**src/rtl/mhpq_ram.sv**
```systemverilog
module mhpq_ram #(
    parameter int WIDTH = 8,
    parameter int DEPTH = 16
) (
    input  logic                     aclk,
    input  logic                     wr_en,
    input  logic [$clog2(DEPTH)-1:0] wr_addr,
    input  logic [WIDTH-1:0]         wr_data,
    input  logic [$clog2(DEPTH)-1:0] rd_addr,
    output logic [WIDTH-1:0]         rd_data
);
    logic [WIDTH-1:0] mem [DEPTH];

    always_ff @(posedge aclk) begin
        if (wr_en) begin
            mem[wr_addr] <= wr_data;
        end
        rd_data <= mem[rd_addr];
    end
endmodule

```
**config.mk**
```make
export PLATFORM = sky130hd
export DESIGN_NAME = mhpq_ram
export DESIGN_NICKNAME = d
export VERILOG_FILES = /design/src/rtl/mhpq_ram.sv
export SDC_FILE = /design/constraint.sdc
export NUM_CORES = 1
export LEC_CHECK = 0
export BUFFER_PORTS_ARGS = -buffer_cell sky130_fd_sc_hd__buf_2
export CAP_MARGIN = 20
export CORE_ASPECT_RATIO = 0.8
export CORE_MARGIN = 2
export CORE_UTILIZATION = 54
export DETAILED_ROUTE_END_ITERATION = 7
export HOLD_SLACK_MARGIN = 0.15
export PLACE_DENSITY_LB_ADDON = 0.2
export SYNTH_ARGS = -nofsm -noshare
export SYNTH_HDL_FRONTEND = slang
export SYNTH_SLANG_ARGS = --single-unit
```
**constraint.sdc**
```tcl
create_clock -name aclk -period 1.46 [get_ports aclk]
set_input_delay 0.073 -clock aclk [delete_from_list [all_inputs] [get_ports aclk]]
set_output_delay 0.073 -clock aclk [all_outputs]
set_load 0.02 [all_outputs]
```
## Word-level counts from Yosys, hierarchy flattened

Memory sizes are Yosys's and may differ from the RTL's. A register that Yosys moved wholly into a read port is not among the register bits.
Cells that the tools add are included.

| word-level totals | value |
|---|---|
| memory bits (writable) | 128 |
| register bits after elaboration | 0 |
| word-level logic and storage cells | 3 |
| bits of input ports | 18 |
| memories kept | 1 |

Memories:

| memory | depth | width | rd ports | clocked after Yosys merged registers in | write ports | RTL line | RTL |
|---|---|---|---|---|---|---|---|
| mem | 16 | 8 | 1 | 1 | 1 | 12 | `logic [WIDTH-1:0] mem [DEPTH];` |

| cells by class | value |
|---|---|
| muxes and demuxes | 2 |

Operators with widths:

| cell | number |
|---|---|
| $mux W1 | 2 |

## Logic depth before layout (Yosys ltp)

| logic depth | value |
|---|---|
| depth in word-level cells | 2 |
| depth in mapped cells | 5 |

## Worst setup path before layout

OpenSTA, ideal clock, no wires.

| path | value |
|---|---|
| path type | input to register |
| start | input port wr_addr[2] |
| end | memory mem[0][0] (enable) |
| arrival | 1.183 ns |
| setup slack | -0.106 ns |
| setup time | 0.383 ns |
| stages on the path | 2 |
| path buffers | 0 |
| path through | or3b_2 nor3_1 |

RTL lines:

| what | RTL line | RTL |
|---|---|---|
| from (decl) | 7 | `input logic [$clog2(DEPTH)-1:0] wr_addr,` |
| to (decl) | 12 |  |

No word-level cell before the write port.

==> results.toml <==
[floorplanning]
io_pins = 26
die_x_um = 113.2
die_area_um2 = 10330
die_h_um = 91.33
floorplan.rows = 31
start_util = 0.5623
core_area_um2 = 9154

[grt]
grt_pass1_wl_um = 14770
grt_max_degree = 23
antenna_found_initial = 0
grt_pass1_vias = 2525
overflow = 0
grt_use_total = 0.2073

[timing]
fmax_ghz = 0.7251
rsz0062_at_grt = "false"
clock_skew_ps = 10.73
max-slew-margin-rel = 0.4830
setup_viol = 0
drv_slew = 0
worstMarginPinSlew_ps = 773.9
tns_ps = 0
hold_viol = 0
finalCritPeriodShare = 0.9446
min_period_ps = 1379

[worst_hold_path]
holdCritPathClass = "in2reg"

[placement]
post-dp-hpwl_um = 5915
gp_congestion = 0.7322
portBuffers = 25
placed_cell_area_um2 = 5525
placed_cells = 381

[synth]
synthMuxAreaShare = 0.1502
synthTopCellsByArea = "edfxtp_1 (75%), mux4_2 (7.9%), mux4_1 (7.1%), dfxtp_1 (3.1%), a22oi_1 (2.3%)"
ys_seq_area_frac = 0.7778
ys_seq_elements = 136
yosys_warnings = 0
syn_inst = 229
synth-compound-area-share = 0.02333
synth_top_family_by_area = "multiplexers"
synthAdderAreaFrac = 0
yosys.area.top_type = "edfxtp_1"
syn_area_um2 = 5147
syn_nets = 247
synth_top_cell_area_share = 0.7467
synthXorXnorAreaFrac = 0
synth-simple-area-share = 0.03184
synth.avg_cell_area_um2 = 22.48
synth_cell_types = 19

[clock_tree]
clock-sinks = 136
cts_made_buffers = 17
root_buffer = "clkbuf_16"
cts_max_path_buffers = 2
clkSlewWorstSetupHoldPaths_ps = 50
clk_latency_ps = 410
postCtsSetupRepairBufs = 0
cts_tree = "built"
htreeDepth = 4

[setup_path]
crit_end = "rd_data[3]$_DFF_P_"
timing.rr.start = "mem[1][3]$_DFFE_PP_"
critPathLaunch = "mem[1][3]$_DFFE_PP_"
arrival_ps = 1660
cp-start-kind = "flip-flop"
critPathRequiredTime_ps = 1740
r2r-end = "rd_data[3]$_DFF_P_"
r2r_cells = 3
reg2reg_slack_ps = 80
path_class = "reg2reg"
crit_fanout = 1
cp-end-kind = "flip-flop"

[cells_and_area]
fin_area_um2 = 6205
utilization = 0.6778
layout-drive-gt1-share = 0.3137
area_growth_pct = 20.54
layout.nets = 311
diodes = 0
final_cell_count_no_fill = 421

[drt]
drc = 2
drt_first_pass_iters = 6
vias = 2426
ant_nets = 0
wl_per_cell_um = 22.74
drt_iter0_markers = 256
drt-total-wl_um = 9574
vias_per_cell = 5.762

[run_status]
run_status = "finished with violations"
violations = "design-rule violations"

[power_and_ir_drop]
powerDensity_nw_per_um2 = 1455
p_leak_nw = 2.143
ir_drop_mv = 1.137

[flow_run]
maxCapViolCount = 0
-- per-layer routing --
metal,up-vias,global-route usage,share of wire,routed length [µm]
met5,-,0,0,0
met4,0,0.09146,0.012,118
met3,11,0.06275,0.082,789
met2,76,0.2959,0.47,4488
met1,1235,0.2998,0.44,4178
li1,1104,-,-,-
-- synth_stat cells (all sizes together) --
cell / instances
a22oi: 16
and2: 1
and2b: 1
buf: 7
clkdlybuf4s25: 3
dfxtp: 8
edfxtp: 128
mux4: 32
nand2: 9
nand2b: 2
nand3: 1
nand3b: 2
nor2: 13
nor2b: 1
nor3: 4
or3b: 1
-- report_power, final --
group | internal [mW] | switching, mW | total (mW) | leakage, nW
logic | 0.197 | 0.257 | 0.454 | 0.630
clock network | 2.74 | 1.43 | 4.17 | 0.289
registers | 4.37 | 0.0305 | 4.40 | 1.22
-- metrics by stage --
stage / worst slack, ps / hold WS (ps) / total power [mW]
finish: 80.90 / 226.7 / 9.027
global placement: -114.7 / 469.3 / 4.907
CTS: 20.57 / 210.8 / 9.118
detailed placement: -118.5 / 475.8 / 4.914
floorplan: 120.9 / 171.9 / 4.719
global route: 24.92 / 229.6 / 9.321
-- layout by cell type, fill, tap and decap left out --
cell | synthesis | layout
a22oi_1 | 16 | 14
a22oi_2 | 0 | 2
and2_1 | 1 | 1
and2b_1 | 1 | 1
buf_12 | 0 | 2
buf_2 | 3 | 25
buf_4 | 1 | 20
bufinv_16 | 0 | 3
clkbuf_1 | 0 | 2
clkbuf_16 | 0 | 17
clkbuf_8 | 0 | 2
clkinv_1 | 0 | 3
clkinv_2 | 0 | 4
clkinvlp_4 | 0 | 1
dfxtp_1 | 8 | 8
dlygate4sd3_1 | 0 | 8
edfxtp_1 | 128 | 128
mux4_1 | 14 | 14
mux4_2 | 18 | 18
nand2_1 | 9 | 9
nand2b_1 | 2 | 2
nand3_1 | 1 | 1
nand3b_1 | 2 | 2
nor2_1 | 13 | 13
nor2b_1 | 1 | 1
nor3_1 | 4 | 3
nor3_2 | 0 | 1
or3b_2 | 1 | 1
-- cell families after synthesis --
group                  Yosys count
flip-flops                     136
AO/OA/AOI/OAI                   16
buffers and inverters           10
multiplexers                    32
AND/OR/NAND/NOR                 35
-- area by class of cell --
class | count | area [µm²]
clock inverters | 11 | 128.9
well taps | 115 | 143.9
fillers | 569 | 2949
clock buffers | 21 | 460.4
flip-flops and latches | 136 | 4004
multi-input cells | 83 | 1072
repair buffers | 55 | 395.4
-- state kept, by name (all words and copies together) (netlist names) --
signal   cells
rd_data      8
mem        128
-- worst max-delay path: stages (launching register included) --
cell,delay (ps)
edfxtp_1,370
mux4_1,520
a22oi_2,250
nand2_1,110
-- worst min path at each step --
stage                     from                   to  slack, ps  cells past startpoint
CTS                 wr_addr[0]  mem[0][7]$_DFFE_PP_        210                      3
detailed placement  wr_data[4]  mem[6][4]$_DFFE_PP_        480                      1
floorplan           wr_data[0]  mem[0][0]$_DFFE_PP_        170                      0
finish              wr_addr[0]  mem[0][7]$_DFFE_PP_        230                      3
global placement    wr_data[5]  mem[7][5]$_DFFE_PP_        470                      1
global route        wr_addr[0]  mem[0][7]$_DFFE_PP_        230                      3
-- timing repair --
action	in CTS	in global routing
hold buffers	8	0
hold endpoints to repair	128	0
gates resized for setup	0	2
endpoints found under the setup margin	0	2
Power figures use the tool's default switching activity.
